File: config.mk
export PLATFORM = sky130hd
export DESIGN_NAME = bbl_front
export DESIGN_NICKNAME = d
export VERILOG_FILES = /design/src/sv/bbl_pkg.sv /design/src/sv/bbl_front.sv
export SDC_FILE = /design/constraint.sdc
export NUM_CORES = 1
export LEC_CHECK = 0
export BUFFER_PORTS_ARGS = -buffer_cell sky130_fd_sc_hd__clkbuf_2
export CELL_PAD_IN_SITES_DETAIL_PLACEMENT = 1
export CELL_PAD_IN_SITES_GLOBAL_PLACEMENT = 1
export CORE_MARGIN = 5
export CORE_UTILIZATION = 37
export DETAILED_ROUTE_END_ITERATION = 6
export GPL_TIMING_DRIVEN = 0
export PLACE_DENSITY_LB_ADDON = 0.1
export SLEW_MARGIN = 20
export SYNTH_ARGS = -nofsm -noshare
export SYNTH_HDL_FRONTEND = slang
export SYNTH_SLANG_ARGS = --single-unit
File: constraint.sdc
create_clock -name clk -period 3.6 [get_ports clk]
set_input_delay 0.72 -clock clk [delete_from_list [all_inputs] [get_ports clk]]
set_output_delay 0.72 -clock clk [all_outputs]
set_load 0.01 [all_outputs]
File: src/sv/bbl_pkg.sv
package bbl_pkg;

  localparam int MAX_WIDTH  = 256;
  localparam int COL_W      = $clog2(MAX_WIDTH);
  localparam int CFG_W_W    = 9;
  localparam int HEIGHT_W   = 16;
  localparam int ROW_W      = HEIGHT_W + 1;
  localparam int EW_W       = (COL_W + 1 > CFG_W_W) ? COL_W + 1 : CFG_W_W;
  localparam int CFG_DATA_W = 16;
  localparam int CFG_IDX_W  = 1;
  localparam int PIX_W      = 8;

  localparam int WIDTH_RESET  = 256;
  localparam int HEIGHT_RESET = 256;

  localparam logic [CFG_IDX_W-1:0] REG_WIDTH  = 1'b0;
  localparam logic [CFG_IDX_W-1:0] REG_HEIGHT = 1'b1;

  localparam logic OP_PIXEL = 1'b0;
  localparam logic OP_FLUSH = 1'b1;

  localparam int STEPQ_DEPTH = 2;
  localparam int STEPQ_PTR_W = $clog2(STEPQ_DEPTH);
  localparam int OQ_DEPTH    = 4;
  localparam int OQ_PTR_W    = $clog2(OQ_DEPTH);

  localparam int SUM_W    = 12;
  localparam int CNT_W    = 4;
  localparam int RECIP_W  = 17;
  localparam int RECIP_SH = 16;
  localparam int PROD_W   = SUM_W + RECIP_W;

  typedef struct packed {
    logic [PIX_W-1:0] pix;
    logic             is_pix;
    logic [COL_W-1:0] col;
    logic             due;
    logic             at_edge;
    logic             top_ok;
    logic             bot_ok;
    logic             left_ok;
    logic             right_ok;
    logic             fend;
  } step_t;

  typedef struct packed {
    logic [PIX_W-1:0] blurred;
    logic             fend;
  } res_t;

  function automatic logic [RECIP_W-1:0] recip(input logic [CNT_W-1:0] cnt);
    logic [RECIP_W-1:0] r;
    unique case (cnt)
      4'd1:    r = RECIP_W'(65536);
      4'd2:    r = RECIP_W'(32768);
      4'd3:    r = RECIP_W'(21846);
      4'd4:    r = RECIP_W'(16384);
      4'd6:    r = RECIP_W'(10923);
      4'd9:    r = RECIP_W'(7282);
      default: r = '0;
    endcase
    return r;
  endfunction

endpackage

File: src/sv/bbl_front.sv
module bbl_front (
  input  logic                           clk,
  input  logic                           rst_n,
  input  logic                           in_push,
  output logic                           in_full,
  input  logic                           in_op,
  input  logic [bbl_pkg::PIX_W-1:0]      in_pixel,
  input  logic                           cfg_we,
  input  logic [bbl_pkg::CFG_IDX_W-1:0]  cfg_index,
  input  logic [bbl_pkg::CFG_DATA_W-1:0] cfg_data,
  input  logic                           q_full,
  output logic                           q_push,
  output bbl_pkg::step_t                 q_data
);
  import bbl_pkg::*;

  typedef enum logic {ST_ITEM, ST_FLUSH2} state_t;

  state_t              state_r, state_nxt;
  logic [CFG_W_W-1:0]  width_r, width_nxt;
  logic [HEIGHT_W-1:0] height_r, height_nxt;
  logic [ROW_W-1:0]    irow_r, irow_nxt;
  logic [COL_W-1:0]    icol_r, icol_nxt;
  logic [HEIGHT_W-1:0] orow_r, orow_nxt;
  logic [COL_W-1:0]    ocol_r, ocol_nxt;

  logic [EW_W-1:0]     weff, icol_inc, ocol_inc;
  logic [HEIGHT_W-1:0] heff;
  logic [ROW_W-1:0]    orow_inc;
  logic                complete, due, fend, accept, step_go, item_pix;

  always_comb begin
    if (width_r == '0) begin
      weff = EW_W'(1);
    end else if (EW_W'(width_r) > EW_W'(MAX_WIDTH)) begin
      weff = EW_W'(MAX_WIDTH);
    end else begin
      weff = EW_W'(width_r);
    end
    heff = (height_r == '0) ? HEIGHT_W'(1) : height_r;
  end

  assign icol_inc = EW_W'(icol_r) + EW_W'(1);
  assign ocol_inc = EW_W'(ocol_r) + EW_W'(1);
  assign orow_inc = ROW_W'(orow_r) + ROW_W'(1);
  assign complete = (irow_r >= ROW_W'(heff));
  assign due      = (irow_r >= ROW_W'(2)) || (irow_r == ROW_W'(1) && icol_r != '0);
  assign fend     = due && (orow_inc >= ROW_W'(heff)) && (ocol_inc >= weff);

  assign in_full  = (state_r == ST_FLUSH2) || q_full;
  assign accept   = in_push && !in_full;
  assign item_pix = (state_r == ST_ITEM) && (in_op == OP_PIXEL);

  always_comb begin
    unique case (state_r)
      ST_ITEM:   step_go = accept && ((in_op == OP_PIXEL) ? !complete : complete);
      ST_FLUSH2: step_go = !q_full;
      default:   step_go = 1'b0;
    endcase
  end

  always_comb begin
    q_push          = step_go;
    q_data.pix      = item_pix ? in_pixel : '0;
    q_data.is_pix   = item_pix;
    q_data.col      = icol_r;
    q_data.due      = due;
    q_data.at_edge  = (ocol_inc == weff);
    q_data.top_ok   = (orow_r != '0);
    q_data.bot_ok   = (orow_inc < ROW_W'(heff));
    q_data.left_ok  = (ocol_r != '0);
    q_data.right_ok = (ocol_inc < weff);
    q_data.fend     = fend;
  end

  always_comb begin
    state_nxt  = state_r;
    width_nxt  = width_r;
    height_nxt = height_r;
    irow_nxt   = irow_r;
    icol_nxt   = icol_r;
    orow_nxt   = orow_r;
    ocol_nxt   = ocol_r;
    if (step_go) begin
      if (icol_inc >= weff) begin
        icol_nxt = '0;
        irow_nxt = irow_r + ROW_W'(1);
      end else begin
        icol_nxt = icol_inc[COL_W-1:0];
      end
      if (due) begin
        if (fend) begin
          irow_nxt = '0;
          icol_nxt = '0;
          orow_nxt = '0;
          ocol_nxt = '0;
        end else if (ocol_inc >= weff) begin
          ocol_nxt = '0;
          orow_nxt = orow_r + HEIGHT_W'(1);
        end else begin
          ocol_nxt = ocol_inc[COL_W-1:0];
        end
      end
      if (state_r == ST_FLUSH2) begin
        state_nxt = ST_ITEM;
      end else if (in_op == OP_FLUSH && !due) begin
        state_nxt = ST_FLUSH2;
      end
    end
    if (cfg_we) begin
      unique case (cfg_index)
        REG_WIDTH:  width_nxt  = cfg_data[CFG_W_W-1:0];
        REG_HEIGHT: height_nxt = cfg_data[HEIGHT_W-1:0];
        default:    width_nxt  = width_r;
      endcase
      irow_nxt = '0;
      icol_nxt = '0;
      orow_nxt = '0;
      ocol_nxt = '0;
    end
  end

  always_ff @(posedge clk) begin
    if (!rst_n) begin
      state_r  <= ST_ITEM;
      width_r  <= CFG_W_W'(WIDTH_RESET);
      height_r <= HEIGHT_W'(HEIGHT_RESET);
      irow_r   <= '0;
      icol_r   <= '0;
      orow_r   <= '0;
      ocol_r   <= '0;
    end else begin
      state_r  <= state_nxt;
      width_r  <= width_nxt;
      height_r <= height_nxt;
      irow_r   <= irow_nxt;
      icol_r   <= icol_nxt;
      orow_r   <= orow_nxt;
      ocol_r   <= ocol_nxt;
    end
  end

endmodule

==> impl_metrics.py <==
metrics = {
    "outcome": {
        "status": "finished, violations left",
        "violations": "negative setup slack",
    },
    "sta": {
        "worst-slew-pin-transition_ns": 0.7784,
        "maxSlewHeadroom": 0.4811,
        "finalCritPeriodShare": 1.108,
        "finalMaxSlewViolations": 0,
        "setup_viol": 2,
        "finalHoldViolations": 0,
        "timing.final.ws_setup_ns": -0.3890,
        "min_period_ns": 3.989,
        "fin_skew_ns": 0.007747,
        "rsz0062_at_grt": "true",
        "max_freq_ghz": 0.2507,
    },
    "power_and_ir_drop": {
        "power_density_mw_per_mm2": 321.1,
        "p_int_mw": 1.647,
        "power_frac_clock": 0.499,
        "swShare": 0.2412,
        "ir_drop_uv": 232.6,
        "p_leak_nw": 2.722,
        "total_power_mw": 2.170,
        "sequentialPowerShare": 0.394,
        "power_switching_mw": 0.5234,
        "power_frac_comb": 0.107,
    },
    "critical_path": {
        "reg2reg_depth": 14,
        "arrival_ns": 3.27,
        "critPathSlowestCell": "dfxtp_4",
        "cpMostUsedCell": "and3_4",
        "crit_chain": "buf_4 > and3_4 > nand3_4 > nor2_4 > xor2_2 > ha_1 > and2_4 > a221o_1 > a221oi_4 > o211ai_4 > buf_6 > and3_4 > clkbuf_2",
        "cp_max_fo": 7,
        "worst_path_largest_cell_delay_ns": 0.37,
        "end_kind": "output pin",
        "reg2reg_slack_ns": 0.03,
        "critical_path_buf_inv_count": 3,
        "critPathRequiredTime_ns": 2.88,
        "startpoint_type": "flop",
        "crit_cells": 13,
        "critical_path.top_delay_family": "compound AO/OA/AOI/OAI gates",
        "path_class": "reg -> out",
    },
    "logic_synthesis": {
        "yosysSeqAreaShare": 0.2800,
        "syn_nets": 753,
        "ys_top_cells_by_count": "nand2_1, dfxtp_1, ha_1",
        "yosysTopAreaCell": "dfxtp_1",
        "synth_warnings": 0,
        "ys_async_sr_fraction": 0,
        "synth_cells": 663,
        "yosysMostFrequentCell": "nand2_1",
        "yosysUniqueCellTypes": 70,
        "synth_edf_count": 0,
        "avgSynthCellArea_um2": 8.088,
        "synth_top_cell_area_share": 0.2800,
        "mappedNetlistArea_mm2": 0.005363,
        "ys_ff_latch": 75,
        "ys.flop_type": "dfxtp_1",
        "synthTopCellsByArea": "dfxtp_1, ha_1, nand2_1",
    },
    "global_route": {
        "grt_max_degree": 13,
        "grt_overflow": 0,
        "grt_pass1_vias": 5440,
        "grt_util_all_layers": 0.2089,
        "grt_pass1_wl_mm": 28.01,
        "antenna_found_initial": 0,
    },
    "routing": {
        "drc": 0,
        "vias": 5310,
        "vias_per_cell": 5.631,
        "drtIter0Drc": 279,
        "wl_mm": 17.58,
        "first_pass_iters": 4,
        "routedWlPerCell_um": 18.64,
        "ant_nets": 0,
    },
    "floorplan": {
        "die_y_um": 130.4,
        "ios": 57,
        "initial_core_util": 0.3732,
        "core_mm2": 0.01437,
        "die_area_mm2": 0.01700,
        "die_width_um": 130.4,
        "rows": 44,
    },
    "clock_network": {
        "clkTransAtPathRegs_ns": 0.06,
        "cts_tree": "done",
        "cts_buffer_depth": 2,
        "cts_hold_buf": 0,
        "cts_buffers": 9,
        "cts.sinks": 75,
        "clk_latency_ns": 0.35,
        "htreeDepth": 3,
        "root_buffer": "clkbuf_16",
    },
    "place": {
        "dpl.hpwl_mm": 13.49,
        "place_congestion": 0.8352,
        "io_buffers": 56,
        "post-place-cells": 903,
        "dp_slack_ns": -0.6253,
    },
    "final_layout": {
        "final_cells": 943,
        "fillers": 1707,
        "fin_nets": 845,
        "antenna_cells": 0,
        "drive_gt1_frac": 0.2398,
        "syn_to_final_growth_pct": 26.04,
    },
    "min_path": {
        "min_path_type": "reg -> reg",
        "whs_path_depth": 2,
    },
    "run": {
        "drv_cap": 0,
    },
}
sequential cells by signal, indices dropped and copies added (netlist names):
register	cells
orow_r	16
icol_r	8
irow_r	17
ocol_r	8
width_r	9
height_r	16
state_r	1
area by class of cell:
class,count,area [um^2],area share
buffer,35,226.5,0.03351
clock buffer,11,252.7,0.03739
clock inverter,4,97.59,0.01444
inverter,32,120.1,0.01777
multi-input combinational,517,3802,0.5626
sequential,75,1519,0.2247
tap,184,230.2,0.03406
timing repair buffer,85,510.5,0.07553
path summary, 6_finish.rpt:
check / start / endpoint
setup / recovery: orow_r[0]$_SDFFE_PP0P_ / q_data[0]
hold / removal: width_r[0]$_SDFFE_PN0P_ / width_r[0]$_SDFFE_PN0P_
setup reg to reg: orow_r[0]$_SDFFE_PP0P_ / orow_r[12]$_SDFFE_PP0P_
hold reg to reg: width_r[0]$_SDFFE_PN0P_ / width_r[0]$_SDFFE_PN0P_
stage by stage:
step / hold slack (ns) / instance area, um^2 / TNS (ns) / utilization
5_1_grt: 0.5169 / 6759 / -1.189 / 0.4704
3_3_place_gp: 0.4631 / 5878 / -2.869 / 0.4091
3_5_place_dp: 0.4764 / 5878 / -6.824 / 0.4091
6_report: 0.4772 / 6759 / -0.6542 / 0.4704
4_1_cts: 0.4844 / 6467 / -0.6261 / 0.4501
2_1_floorplan: 0.4432 / 5368 / 0 / -
worst reg2reg max path, stage by stage (launching register included):
cell and delay [ns]:
dfxtp_4 0.37, buf_4 0.12, and3_4 0.20, nand3_4 0.13, nor2_4 0.17, xor2_2 0.22
ha_1 0.27, and2_4 0.16, a221o_1 0.36, a221oi_4 0.36, o211ai_4 0.15, buf_6 0.14
buf_4 0.16, or4b_4 0.55, a21oi_2 0.14
timing repair:
action	4_1_cts	5_1_grt
buffers inserted	12	19
pin swaps	14	22
resized for setup	41	46
endpoints found under the setup margin	40	37
cell families after synthesis:
| group | Yosys count | synth area share |
|---|---|---|
| and+or+nand+nor | 271 | 0.2707 |
| DFF | 75 | 0.2800 |
| xor gates and xnor gates | 27 | 0.04410 |
| buffers and inverters | 71 | 0.05693 |
| muxes | 3 | 0.006765 |
| AOI/OAI and AO/OA | 157 | 0.2039 |
| adders and majority gates | 59 | 0.1377 |
power groups by stage:
stage          logic (mW)  clock network (mW)  registers [mW]
2_1_floorplan       0.132                   0           0.870
6_report            0.233                1.08           0.855
4_1_cts             0.219                1.10           0.855
3_3_place_gp        0.205                   0           0.873
3_5_place_dp        0.211                   0           0.874
5_1_grt             0.258                1.14           0.856
metal layers:
layer  up-vias  GRT usage  part of all wire
met5         -          0                 0
met4         0    0.07320             0.018
met3        21    0.03008             0.040
met2       115     0.3449              0.46
met1      2581     0.2797              0.48
li1       2593          -                 -
cell usage in the layout (no fill, tap or decap), types with 7 or more instances in the layout:
master	Yosys	routed
or4b_1	11	9
clkbuf_2	0	56
nor2_1	33	30
nor4_1	10	8
clkbuf_16	0	9
nand4_1	16	16
and3_1	11	8
buf_4	3	31
and2_1	11	11
nor3_1	13	13
o21ai_0	25	25
nand3_1	29	25
buf_6	2	7
clkbuf_1	23	16
inv_1	29	29
dfxtp_2	0	8
nor2b_1	9	9
ha_1	59	55
o21ai_1	13	13
a21oi_1	44	40
dfxtp_1	75	65
xnor2_1	15	12
nand2_1	87	85
a21boi_0	23	23
or3_1	14	12
xor2_1	12	10
Power figures use the tool's default switching activity.
