==> config.mk <==
export PLATFORM = sky130hd
export DESIGN_NAME = bbl_step_q
export DESIGN_NICKNAME = d
export VERILOG_FILES = /design/src/sv/bbl_pkg.sv /design/src/sv/bbl_step_q.sv
export SDC_FILE = /design/constraint.sdc
export NUM_CORES = 1
export LEC_CHECK = 0
export ABC_CLOCK_PERIOD_IN_PS = 2900
export BUFFER_PORTS_ARGS = -buffer_cell sky130_fd_sc_hd__buf_2
export CAP_MARGIN = 0
export CORE_MARGIN = 5
export CORE_UTILIZATION = 43
export DETAILED_ROUTE_END_ITERATION = 12
export GPL_TIMING_DRIVEN = 0
export PLACE_DENSITY = 0.68
export SETUP_SLACK_MARGIN = 0.1
export SLEW_MARGIN = 20
export SYNTH_ARGS = -nofsm -noshare
export SYNTH_HDL_FRONTEND = slang
export SYNTH_SLANG_ARGS = --single-unit
export TNS_END_PERCENT = 100
==> constraint.sdc <==
create_clock -name clk -period 2.9 [get_ports clk]
set_input_delay 0.29 -clock clk [delete_from_list [all_inputs] [get_ports clk]]
set_output_delay 0.29 -clock clk [all_outputs]
set_load 0.01 [all_outputs]
==> src/sv/bbl_pkg.sv <==
package bbl_pkg;

  localparam int MAX_WIDTH  = 256;
  localparam int COL_W      = $clog2(MAX_WIDTH);
  localparam int CFG_W_W    = 9;
  localparam int HEIGHT_W   = 16;
  localparam int ROW_W      = HEIGHT_W + 1;
  localparam int EW_W       = (COL_W + 1 > CFG_W_W) ? COL_W + 1 : CFG_W_W;
  localparam int CFG_DATA_W = 16;
  localparam int CFG_IDX_W  = 1;
  localparam int PIX_W      = 8;

  localparam int WIDTH_RESET  = 256;
  localparam int HEIGHT_RESET = 256;

  localparam logic [CFG_IDX_W-1:0] REG_WIDTH  = 1'b0;
  localparam logic [CFG_IDX_W-1:0] REG_HEIGHT = 1'b1;

  localparam logic OP_PIXEL = 1'b0;
  localparam logic OP_FLUSH = 1'b1;

  localparam int STEPQ_DEPTH = 2;
  localparam int STEPQ_PTR_W = $clog2(STEPQ_DEPTH);
  localparam int OQ_DEPTH    = 4;
  localparam int OQ_PTR_W    = $clog2(OQ_DEPTH);

  localparam int SUM_W    = 12;
  localparam int CNT_W    = 4;
  localparam int RECIP_W  = 17;
  localparam int RECIP_SH = 16;
  localparam int PROD_W   = SUM_W + RECIP_W;

  typedef struct packed {
    logic [PIX_W-1:0] pix;
    logic             is_pix;
    logic [COL_W-1:0] col;
    logic             due;
    logic             at_edge;
    logic             top_ok;
    logic             bot_ok;
    logic             left_ok;
    logic             right_ok;
    logic             fend;
  } step_t;

  typedef struct packed {
    logic [PIX_W-1:0] blurred;
    logic             fend;
  } res_t;

  function automatic logic [RECIP_W-1:0] recip(input logic [CNT_W-1:0] cnt);
    logic [RECIP_W-1:0] r;
    unique case (cnt)
      4'd1:    r = RECIP_W'(65536);
      4'd2:    r = RECIP_W'(32768);
      4'd3:    r = RECIP_W'(21846);
      4'd4:    r = RECIP_W'(16384);
      4'd6:    r = RECIP_W'(10923);
      4'd9:    r = RECIP_W'(7282);
      default: r = '0;
    endcase
    return r;
  endfunction

endpackage

==> src/sv/bbl_step_q.sv <==
module bbl_step_q (
  input  logic            clk,
  input  logic            rst_n,
  input  logic            push,
  input  bbl_pkg::step_t  din,
  output logic            full,
  input  logic            pop,
  output logic            empty,
  output bbl_pkg::step_t  dout
);
  import bbl_pkg::*;

  step_t                  mem_r [STEPQ_DEPTH];
  logic [STEPQ_PTR_W-1:0] wp_r, wp_nxt, rp_r, rp_nxt;
  logic [STEPQ_PTR_W:0]   cnt_r, cnt_nxt;
  logic                   do_push, do_pop;

  assign full    = (cnt_r == (STEPQ_PTR_W+1)'(STEPQ_DEPTH));
  assign empty   = (cnt_r == '0);
  assign dout    = mem_r[rp_r];
  assign do_push = push && !full;
  assign do_pop  = pop && !empty;

  always_comb begin
    wp_nxt  = do_push ? wp_r + STEPQ_PTR_W'(1) : wp_r;
    rp_nxt  = do_pop ? rp_r + STEPQ_PTR_W'(1) : rp_r;
    cnt_nxt = cnt_r;
    if (do_push && !do_pop) begin
      cnt_nxt = cnt_r + (STEPQ_PTR_W+1)'(1);
    end else if (do_pop && !do_push) begin
      cnt_nxt = cnt_r - (STEPQ_PTR_W+1)'(1);
    end
  end

  always_ff @(posedge clk) begin
    if (!rst_n) begin
      wp_r  <= '0;
      rp_r  <= '0;
      cnt_r <= '0;
    end else begin
      wp_r  <= wp_nxt;
      rp_r  <= rp_nxt;
      cnt_r <= cnt_nxt;
    end
    if (do_push) begin
      mem_r[wp_r] <= din;
    end
  end

endmodule

==> results of run 1 <==
layout make-up:
type	count	area (sq um)
tap	52	65.06
multi-input combinational	42	404.1
clock buffer	6	72.57
buffer	3	15.01
fill	366	1964
sequential	53	1541
clock inverter	2	33.78
timing repair buffer	54	280.3
inverter	2	7.507
per-stage QoR:
step / instance area (sq um) / hold WS, ns / instances / util [%]
2_1_floorplan: 1961 / 0.3889 / 100 / -
3_3_place_gp: 2291 / 0.4788 / 205 / 52.25
3_5_place_dp: 2312 / 0.4824 / 206 / 52.74
4_1_cts: 2419 / 0.1632 / 214 / 55.17
5_1_grt: 2420 / 0.1612 / 214 / 55.19
6_report: 2420 / 0.1767 / 214 / 55.19
layer usage:
layer | vias to the layer above | wire length (um) | global-route usage [%]
met2 | 30 | 1772 | 20.88
met4 | 0 | 53 | 5.670
met5 | - | 0 | 0
met3 | 6 | 222 | 4.398
met1 | 495 | 1319 | 12.11
li1 | 499 | - | -
cell usage after synthesis:
cell	count
sky130_fd_sc_hd__a21boi_0	1
sky130_fd_sc_hd__xnor2_1	2
sky130_fd_sc_hd__nand2b_1	1
sky130_fd_sc_hd__o21a_1	1
sky130_fd_sc_hd__inv_2	1
sky130_fd_sc_hd__buf_2	3
sky130_fd_sc_hd__inv_1	1
sky130_fd_sc_hd__nor2_1	2
sky130_fd_sc_hd__edfxtp_1	48
sky130_fd_sc_hd__nor3_2	1
sky130_fd_sc_hd__and2_1	3
sky130_fd_sc_hd__and3_1	1
sky130_fd_sc_hd__ha_1	1
sky130_fd_sc_hd__xor2_1	1
sky130_fd_sc_hd__or3_1	1
sky130_fd_sc_hd__dfxtp_1	5
sky130_fd_sc_hd__mux2_2	24
sky130_fd_sc_hd__o21ai_1	1
sky130_fd_sc_hd__o21ai_0	1
sky130_fd_sc_hd__a21boi_1	1
kinds of logic (layout without fill, tap and decap cells):
family	count (synthesis)	after routing	synth area share (%)
AOI/OAI and AO/OA	5	5	1.659
xor gates and xnor gates	3	3	1.340
adders and majority gates	1	1	0.6381
buffers and inverters	5	67	1.148
DFF	53	53	78.62
muxes	24	24	13.78
and+or+nand+nor	9	9	2.809
registers in the layout (all words and copies together), names as in the netlist, named ones only:
signal	flops
cnt_r	2
mem_r	48
rp_r	1
wp_r	1
critical path, cell delays in order, from the launching register on:
cell                      delay [ns]
sky130_fd_sc_hd__dfxtp_1        0.31
sky130_fd_sc_hd__buf_2          0.16
sky130_fd_sc_hd__buf_2          0.28
sky130_fd_sc_hd__mux2_2         0.37
sky130_fd_sc_hd__buf_2          0.14
power breakdown:
group          switching [mW]  total, mW  internal (mW)
clock                   0.215      0.470          0.255
combinational           0.297      0.578          0.281
sequential             0.0391       1.00          0.963
how the worst min path moves through the flow:
| stage | startpoint | end | slack (ns) | cells after the start |
|---|---|---|---|---|
| after floorplan | din[0] | mem_r[0][0] | 0.39 | 0 |
| after global placement | din[21] | mem_r[0][21] | 0.48 | 1 |
| after detailed placement | din[22] | mem_r[1][22] | 0.48 | 1 |
| after CTS | din[21] | mem_r[0][21] | 0.16 | 1 |
| after global routing | din[9] | mem_r[0][9] | 0.16 | 1 |
| final | din[21] | mem_r[1][21] | 0.18 | 1 |
==> results by stage, run 1 <==
Clocking:
- For the worst-skew pair, the clock arrives at the later sink with an insertion delay of 0.29 ns.
- Post-CTS repair changed the size of 0 cells.
- The number of H-tree branching levels is 2.
- The clock sink total is 53.
- The clock-pin transition on the worst setup and hold timing paths is 0.09 ns.
- Once the clock tree was built, the setup fixing pass inserted 0 buffers.
- The maximum clock insertion buffer count is 2.
- TritonCTS built the clock tree.
- Counting the buffers created by CTS gives 5.
- The clock tree root buffer cell is sky130_fd_sc_hd__clkbuf_8.
- The count of hold-fix buffers inserted at cts is 0.

Route:
- The detailed router's first-iteration violation count is 16.
- The average vias per placed instance is 4.813.
- The detailed router placed 1030 vias in this run.
- The routed wire length is 3.367 mm.
- Dividing the detail-routed wire length by the instance count gives 15.73 um.
- The post-route antenna net violation count is 0.
- The number of remaining DRC errors is 0.
- The first detailed-routing pass took 4 iterations.

Setup path:
- The worst flop-to-flop path endpoint is mem_r[0][5].
- The critical path is of the flip-flop to output pin type.
- The number of cells on the worst reg-to-reg path is 4.
- The flop-to-flop setup slack is about 1.2 ns.
- STA puts the critical path data arrival time at 1.56 ns.
- In this run the worst path has a maximum fanout of 10.
- The startpoint type of the worst setup path is a flip-flop.
- STA classifies the critical path endpoint as an output pin.
- In this run the critical register-to-register path is launched from cnt_r[0].
- The endpoint of the worst setup timing path is dout[3].
- The data required time at the worst endpoint is roughly 2.6 ns.

Global routing:
- The pin count of the biggest net entering global routing is 25.
- The initial antenna violation count is 0.
- Global routing consumed, over all layers together, 11.75% of the routing resources.
- The via count of the first global-routing pass was ~1200.
- The global-route congestion overflow total is 0.
- The global-route wire length before repair is ~5.5 mm.

STA:
- Of the available clock period, the critical path in the final layout requires between 60% and 70%.
- The post-route clock skew is 0.004944 ns.
- The count of pins over their slew limit is 0.
- The slew at the pin with the worst max-slew slack is 0.6534 ns.
- The setup-violating endpoint count in the final report is 0.
- Setup repair after global routing left no endpoint under its margin.
- Timing would allow up to approximately 540 MHz.
- Setup slack on the critical path of the routed design comes to 1.055 ns.
- The total negative setup slack is 0 ns.
- The final hold violation count is 0.
- The worst slew margin relative to its limit is ~56%.
- The final period demand of the worst path is 1.845 ns.

Cells and area:
- The share of cells above drive strength 1 is 55.56%.
- The top cell types in the final layout, fill and taps aside, are sky130_fd_sc_hd__buf_2, sky130_fd_sc_hd__edfxtp_1, sky130_fd_sc_hd__mux2_2, sky130_fd_sc_hd__dfxtp_1, sky130_fd_sc_hd__clkbuf_8.
- The total number of nets in the final design is 190.
- The area growth from synthesis to layout is 23.42%.
- Leaving out fill and tap cells, the most frequent cell in the layout is sky130_fd_sc_hd__buf_2.
- The antenna diode count is 0.

Yosys:
- A synthesized cell averages approximately 20 sq um.
- Counting every instance in the synthesized netlist gives 100.
- By area the synthesized netlist is led by sky130_fd_sc_hd__edfxtp_1, sky130_fd_sc_hd__mux2_2, sky130_fd_sc_hd__dfxtp_1, sky130_fd_sc_hd__and2_1, sky130_fd_sc_hd__xnor2_1.
- The area share of the largest cell type after synthesis is about three quarters.
- In this run the cell area of the synthesized design comes to 1961 sq um.
- The net count after synthesis is roughly 130.
- During synthesis, Yosys emitted a total of 0 warnings.
- The number of distinct library cells after synthesis is 20.
- The portion of the post-synthesis area used by sequential elements is about four fifths.
- The total of flip-flops plus latches after synthesis is 53.
- sky130_fd_sc_hd__edfxtp_1 takes more of the synthesized area than any other cell.

Power and ir drop:
- The worst ir drop on vdd is 0.4963 mV.
- Overall power consumption after layout is estimated at roughly 2.1 mW.
- For this design the static power due to leakage is approximately 0.92 nW.
- Dividing total power by cell area gives a power density of 847.4 nW/um^2.

Floorplanning:
- Pin placement for this block handled 54 I/O pins.
- The floorplan die height is slightly below 80 um.
- Once the floorplan was initialized, standard cells occupied 44.72% of the core.
- The width of the die is a little under 80 um.
- The area of the die is 6010 sq um.
- The floorplan has 24 rows.
- The core area is 4384 sq um.

Min path:
- The path class of the tightest hold or removal check is primary input to flip-flop.

Placement:
- Routability-driven placement finished with a final weighted congestion of 0.6190.
- Summed over all nets, the half-perimeter wirelength after detailed placement is 2.452 mm.
- OpenSTA, run right after detailed placement, puts the worst setup slack at 0.9262 ns.
- The number of input and output port buffers inserted is 53.

Outcome:
- The run finished with clean final reports.

Flow run:
- The tool flagged a number of max-cap violations equal to 0.
No activity file was read; power rests on OpenSTA's default activity.
==> inputs of run 2 (changes only) <==
ABC_CLOCK_PERIOD_IN_PS = 1900   (was 2900)
clock period = 1.9 ns   (was 2.9 ns; I/O delays follow)
==> results by stage, run 2 (same netlist as run 1, synthesis figures left out) <==
Setup path:
- The slowest stage of the critical path belongs to the cell sky130_fd_sc_hd__mux2_2.
- The arrival time at the worst endpoint is 1.50 ns.
- Traced cell by cell, the critical path runs through buf_2 > clkbuf_4 > mux2_2 > buf_2.
- The maximum fanout along the worst path is 10.
- The endpoint type of the worst setup path is an output pin.
- The startpoint type of the worst setup path is a flip-flop.
- The worst setup path is of the flip-flop to output pin kind.
- For the worst setup path, the data required time is ~1.7 ns.
- The cell that appears most often on the critical path is sky130_fd_sc_hd__buf_2.
- The largest single stage delay on the critical path is 0.35 ns.

Placement:
- The number of input and output port buffers inserted is 53.
- The post-DP HPWL is 2.307 mm.
- The congestion estimate from routability-driven global placement came to 0.6486.
- The cell count after placement is 206.
- The total placed instance area is 2325 sq um.

STA:
- The count of pins over their slew limit came to 0.
- Setup repair after global routing left no endpoint under its margin.
- The final period demand of the worst path is ~1.7 ns.
- For the pin with the worst max-slew slack, the measured transition is 0.5858 ns.
- The worst slew margin relative to its limit is roughly three fifths.
- Across the routed clock network, the largest skew measured is 0.002918 ns.
- Setup violations remaining at the end of the flow were counted as 0.
- The maximum operating frequency is ~590 MHz.
- The final hold violation count came to 0.
- The ratio of final minimum period to clock period is 88.74%.

Route:
- In the routed layout, each cell is associated on average with a via count of 4.865.
- The total via count after detailed routing is 1046.
- The post-route antenna net violation count is 0.
- The detailed router finished its first iteration with 63 violations.
- After detailed routing, the average wire length per cell comes to 15.21 um.
- The routed design has 3.271 mm of wire.
- In the routed design, unresolved DRC markers number 0.
- The pre-antenna-repair detailed-routing pass consisted of 4 iterations.

Floorplanning:
- The die is 77.53 um tall.
- Measured along the x axis, the die boundary spans a little under 80 um.
- The die covers between 6000 and 7000 sq um.
- In this run the standard cell core region covers between 4000 and 5000 sq um.
- The initial utilization of the core area, before any placement, comes to 44.72%.
- The I/O pin count is 54.
- The number of standard-cell rows in the floorplan is 24.

Cells and area:
- In the layout the commonest cells are sky130_fd_sc_hd__buf_2, sky130_fd_sc_hd__edfxtp_1, sky130_fd_sc_hd__mux2_2, sky130_fd_sc_hd__dfxtp_1, sky130_fd_sc_hd__clkbuf_8.
- For this run, the share of the core covered by cells in the final layout is ~56%.
- After routing the design area is 2457 sq um.
- Fill cells in the final layout number 375.
- The register with the most flip-flops in the layout has 48 of them.
- The largest registers in the layout are mem_r (48), cnt_r (2).
- At the end of the flow, the number of nets in the layout was 191.
- The non-filler instance count after layout is between 200 and 250.
- The commonest non-fill, non-tap cell in the layout is sky130_fd_sc_hd__buf_2.
- In the final layout, flip-flops and latches occupy ~1500 sq um.
- The antenna diode count is 0.
- The post-route netlist has 55.83% of its cells at a drive strength greater than 1.
- In the final layout, the multi-input gates occupy 404.1 sq um.
- Compared with the post-synthesis result, the final layout area differs by 25.34%.
- More flip-flops sit in one register than any other, and that register is mem_r.

Power and ir drop:
- Per report_power, the combinational group accounts for just under 30% of the total.
- Of the total power, the share spent switching nets is approximately 27%.
- The share of power burned in the clock network is 22.6%.
- Internal power comes to approximately 2.3 mW.
- The part of the power in registers is 48.0%.
- The switching power is 852.4 uW.
- Power spread over the standard cell area amounts to around 1300 nW/um^2.
- Across the VDD grid, the largest voltage drop is ~0.9 mV.
- The leakage power figure is approximately 0.94 nW.

Clocking:
- Counting along the longest clock path gives a buffer depth of 2.
- The clock tree root buffer cell is sky130_fd_sc_hd__clkbuf_8.
- The number of buffers inserted during clock tree synthesis is 5.
- The clock drives 53 sinks.
- The number of hold buffers added after CTS was 0.
- TritonCTS built the clock tree.
- The clock-pin transition on the worst setup and hold timing paths is 0.09 ns.
- The number of H-tree branching levels is 2.
- For the worst-skew pair, the clock arrives at the later sink with an insertion delay of 0.29 ns.

Global routing:
- The via count of the first global-routing pass is 1163.
- Entering global routing, the biggest net connects 25 pins.
- The global-route congestion overflow total is 0.
- The initial antenna violation count is 0.
- The first global-routing pass estimated 5.292 mm of wire.
- The global-route usage over all layers is 11.33%.

Flow run:
- The tool flagged a number of max-cap violations equal to 0.

Min path:
- The path class of the tightest hold or removal check is primary input to flip-flop.

Outcome:
- The flow ran to the end, and the final reports show no timing, DRC or antenna violations.
[run 2: cell count changes in the layout (fill, tap and decap cells not counted), sizes merged]
cell / before / now
clkbuf: 6 / 8
buf: 57 / 56
[run 2: final timing paths]
kind,cells after the start,startpoint,slack (ns),end
max,4,flip-flop,0.21,dout[16]
min,1,din[5],0.08,mem_r[1][5]
max reg2reg,6,cnt_r[0],0.22,cnt_r[1]
min reg2reg,2,cnt_r[1],0.55,cnt_r[1]
[run 2: power by group through the flow]
stage                     Clock (mW)  Combinational (mW)  Sequential, mW
final                          0.720               0.935            1.53
after global routing           0.784                1.04            1.54
after CTS                      0.743               0.922            1.53
after detailed placement           0               0.919            1.56
after global placement             0               0.854            1.55
after floorplan                    0               0.580            1.54
[run 2: through the flow]
step	setup TNS, ns	power, mW	setup WS [ns]	hold WS, ns
CTS	0	3.198	0.1407	0.06572
global route	0	3.364	0.1225	0.05961
global placement	-0.7310	2.402	-0.02527	0.3771
floorplan	0	2.119	0.2669	0.2889
finish	0	3.185	0.2139	0.07739
detailed placement	-2.378	2.477	-0.09976	0.3827
[run 2: worst max-delay path, delay by kind of cell, from the launching register on]
kind	cells	cell delay, ns
flops	1	0.31
buf+inv	3	0.55
mux	1	0.35
[run 2: cell type report]
| cell class | count | area share [%] |
|---|---|---|
| Clock inverter | 2 | 1.375 |
| Inverter | 2 | 0.3055 |
| Tap cell | 52 | 2.648 |
| Timing Repair Buffer | 55 | 12.73 |
| Sequential cell | 53 | 62.73 |
| Clock buffer | 6 | 2.953 |
| Buffer | 3 | 0.8147 |
| Multi-Input combinational cell | 42 | 16.45 |
[run 2: routing by layer]
layer	share of wire, %	vias to the layer above	wire length [um]	track usage (%)
met3	8.4	4	274	5.093
met5	0	-	0	0
li1	-	503	-	-
met4	0.79	0	26	3.608
met2	51	34	1678	19.53
met1	39	505	1292	12.48
[run 2: timing repair]
| action | in CTS | in global routing |
|---|---|---|
| pin swaps | 0 | 1 |
| endpoints found under the setup margin | 24 | 34 |
| setup buffers | 0 | 1 |
| gates resized for setup | 1 | 2 |
==> inputs of run 3 (changes only) <==
ABC_AREA = 1   (was not set)
MAX_ROUTING_LAYER = met4   (was not set)
PLACE_DENSITY = 0.67   (was 0.68)
==> results by stage, run 3 <==
Yosys:
- By count the netlist is led by sky130_fd_sc_hd__edfxtp_1, sky130_fd_sc_hd__mux2_4, sky130_fd_sc_hd__nor2_1.
- The total of flip-flops plus latches after synthesis is between 50 and 60.
- The cell with the most instances after synthesis is sky130_fd_sc_hd__edfxtp_1.
- The mean instance size in the synthesized netlist is 18.44 sq um.
- The async set-or-reset flop fraction in the synthesized netlist is 0%.
- Summing the sequential cell areas from Yosys gives between 70% and 80% of the chip area.
- The area share of the largest cell type after synthesis is roughly 70%.
- The number of enable-type register cells in the synthesized netlist is 48.
- After technology mapping, the gate count stands at between 100 and 150.
- The most used flip-flop cell after synthesis is sky130_fd_sc_hd__edfxtp_1.
- The post-synth design cell area is 2083 sq um.
- The net count after synthesis is between 100 and 150.
- The number of warnings printed during yosys synthesis is 0.
- The number of distinct library cells after synthesis is 15.
- Sorting the synthesized cells by area gives the leading types as sky130_fd_sc_hd__edfxtp_1, sky130_fd_sc_hd__mux2_4, sky130_fd_sc_hd__dfxtp_1, sky130_fd_sc_hd__mux2_2, sky130_fd_sc_hd__nor2_1.
- Summed over all instances, the cell type with the most area after synthesis is sky130_fd_sc_hd__edfxtp_1.

Power and ir drop:
- For this design the total switching power over the nets is 878.8 uW.
- Combinational logic is responsible for 31.0% of the overall power.
- The worst ir drop on vdd is 0.6814 mV.
- The power per cell area is 1215 nW/um^2.
- The cell-internal power is 2.192 mW.
- The switching part of the total power is 28.62%.
- The leakage power figure is 1.010 nW.
- The share of total power dissipated in the clock network is 18.8%.
- The post-layout total power is about 3.1 mW.
- The part of the power in registers is between 50% and 60%.

Placement:
- Detailed placement ended at an HPWL of between 2 and 2.5 mm.
- The cell count after placement is 233.
- At the placement stage, the worst setup path has a slack of 0.3062 ns.
- The number of input and output port buffers inserted is 53.
- The final weighted congestion in routability-driven placement is 0.6591.

Clocking:
- In this run, CTS created clock tree buffers numbering 5.
- Counting along the longest clock path gives a buffer depth of 2.
- The clock-pin transition on the worst setup and hold timing paths is 0.09 ns.
- The total of cells resized after clock tree synthesis is 0.
- The count of buffers added by post-CTS timing repair for setup is 0.
- The clock latency reported for the late side of the worst-skew pair is 0.30 ns.
- The clock tree from TritonCTS is done.
- In this run, post-CTS hold repair placed 0 buffers.
- The clock tree root buffer cell is sky130_fd_sc_hd__clkbuf_8.
- The number of H-tree branching levels is 2.
- The clock sink total is 53.

Route:
- Detailed routing inserted a total of 1109 vias.
- The detail-routed net length per standard cell is 14.50 um.
- The count of nets left with antenna violations once routing finished came out at 0.
- The average vias per placed instance is 4.621.
- The number of search-and-repair iterations in the first detailed-routing pass is 4.
- The number of remaining DRC errors is 0.
- The detailed router's first-iteration violation count is 79.
- Summed over all layers, the routed wires come to 3.479 mm.

Setup path:
- Setup slack on the worst reg-to-reg path comes out at 0.27 ns.
- Data arrives at the worst endpoint at 1.87 ns.
- The standard cell with the maximum stage delay on the critical path is sky130_fd_sc_hd__dfxtp_1.
- The setup path with the least slack is of type flip-flop to flip-flop.
- The start of the worst register-to-register path is cnt_r[1].
- The data required time at the worst endpoint is about 2.1 ns.
- The number of cells on the worst reg-to-reg path is 9.
- The worst flop-to-flop path endpoint is cnt_r[1].
- Traced cell by cell, the critical path runs through inv_1 > o21ai_2 > inv_1 > ha_1 > inv_1 > nand3_1 > nand2_1 > inv_1 > nor2_1.
- Counting both buffers and inverters, the worst setup path holds a total of 4.
- The endpoint type of the worst setup path is a flip-flop.
- The maximum fanout along the worst path is 4.
- The critical path crosses 9 cells after its start point.
- The cell seen most often among critical-path stages is sky130_fd_sc_hd__inv_1.
- The worst setup path is launched from a flip-flop.
- The kind of cell with the highest combined delay along the critical path is flip-flops.
- The maximum cell stage delay along the critical path is 0.37 ns.

STA:
- Based on the critical path, the design can be clocked at up to 613.0 MHz.
- In the post-route analysis, the smallest setup slack over all paths is 0.2687 ns.
- On the final layout, the worst clock skew is 0.007323 ns.
- The worst hold slack after final layout is 0.08038 ns.
- Setup repair after global routing left no endpoint under its margin.
- The final hold violation count is 0.
- The worst slew margin relative to its limit is between 50% and 60%.
- The worst path uses a little under nine tenths of the clock period.
- The setup-violating endpoint count in the final report is 0.
- The count of pins over their slew limit is 0.
- The final period demand of the worst path is 1.631 ns.
- At the pin with the least slew margin, the transition time is 0.7105 ns.

Min path:
- The cell depth of the worst hold path is 1.
- The worst hold path terminates at mem_r[1][19].
- The tightest min-delay check is of the primary input to flip-flop type.
- The startpoint identified for the worst hold timing path is din[19].

Cells and area:
- Relative to the synthesized area, the layout overhead comes to 21.32%.
- The total number of nets in the final design is 202.
- The post-route netlist has 51.45% of its cells at a drive strength greater than 1.
- The largest register by flop count is mem_r.
- The multi-input combinational cell area is 471.7 sq um.
- The library cell used most frequently in the layout, excluding fill and tap cells, is sky130_fd_sc_hd__buf_2.
- Leaving out filler cells and counting taps, the final layout contains 240.
- The antenna diode count is 0.
- In the layout the commonest cells are sky130_fd_sc_hd__buf_2, sky130_fd_sc_hd__edfxtp_1, sky130_fd_sc_hd__mux2_4, sky130_fd_sc_hd__inv_1, sky130_fd_sc_hd__nor2_1.
- The number of filler cells placed in the layout is 392.
- In the final layout, the registers with the most flip-flops are mem_r (48), cnt_r (2).
- The flip-flop count of the largest register, all copies and words added is 48.
- The sequential cells in the finished layout cover a total of 1541 sq um.

Floorplanning:
- The starting utilization of the core area is 44.11%.
- The floorplan has 25 rows.
- The die is 79.61 um wide.
- The I/O pin count is 54.
- From bottom edge to top edge, the die measures 79.61 um.
- The region available for standard cell placement spans 4723 sq um.
- The area of the die is roughly 6300 sq um.

Flow run:
- The number of violations of the max-capacitance limit is 0.

Global routing:
- The via count of the first global-routing pass is around 1200.
- The global-route wire length before repair is roughly 5.4 mm.
- The global-route usage over all layers is a little under an eighth.
- Global routing finished with a remaining overflow of 0.
- Entering global routing, the biggest net connects 25 pins.
- The initial antenna violation count is 0.

Outcome:
- The flow ran to the end, and the final reports show no timing, DRC or antenna violations.
==> run 3: cell types whose count changed in the layout (fill, tap and decap cells not counted), sizes merged, moves of 2 or more <==
cell / previous run / this run
nor2: 2 / 11
inv: 2 / 9
nand2: 0 / 6
and2: 3 / 0
clkbuf: 8 / 5
a21boi: 2 / 0
xnor2: 2 / 0
==> run 3: power by group through the flow <==
stage,clock [mW],sequential (mW),combinational [mW]
after floorplan,0,1.55,0.661
after global placement,0,1.56,0.915
after detailed placement,0,1.57,0.965
after CTS,0.599,1.54,0.972
after global routing,0.638,1.56,1.03
final,0.578,1.54,0.951
==> run 3: per-stage QoR <==
step                util [%]  area, sq um  setup TNS (ns)
floorplan                  -         2083         -0.3488
global placement       51.50         2432          -25.41
detailed placement     51.81         2447               0
CTS                    53.51         2527               0
global route           53.51         2527               0
finish                 53.51         2527               0
==> run 3: logic make-up after synthesis <==
logic type,synth area share (%)
buffers and inverters,4.084
AO/OA/AOI/OAI,1.141
AND/OR/NAND/NOR,3.604
multiplexers,16.58
flip-flops,73.99
adder cells (fa/ha/maj),0.6005
==> run 3: cell type report <==
cell class                 instances  area share (%)
buffer                             3           2.030
clock buffer                       5           2.723
clock inverter                     2          0.4455
inverter                           9           1.337
multi-input combinational         48           18.66
sequential                        53           60.99
tap                               67           3.317
timing repair buffer              53           10.50
==> run 3: how the worst max path moves through the flow <==
| stage | endpoint | startpoint | slack [ns] |
|---|---|---|---|
| 3_5_place_dp | cnt_r[1] | cnt_r[1] | 0.31 |
| 3_3_place_gp | mem_r[1][21] | cnt_r[0] | -0.53 |
| 5_1_grt | cnt_r[1] | cnt_r[1] | 0.16 |
| 4_1_cts | cnt_r[1] | cnt_r[1] | 0.28 |
| 6_report | cnt_r[1] | cnt_r[1] | 0.27 |
| 2_1_floorplan | mem_r[1][0] | cnt_r[0] | -0.007 |
==> run 3: worst reg2reg max path, delay by kind of cell, from the launching register on <==
family	cells	cell delay, ns
AOI/OAI and AO/OA	1	0.29
and+or+nand+nor	3	0.22
adders and majority gates	1	0.35
buffers and inverters	4	0.35
DFF	1	0.37
==> run 3: per-layer routing <==
layer / wire length, um / GRT usage [%]
met5: 0 / -
met4: 48 / 4.124
met3: 257 / 4.402
met2: 1799 / 20.20
met1: 1374 / 12.68
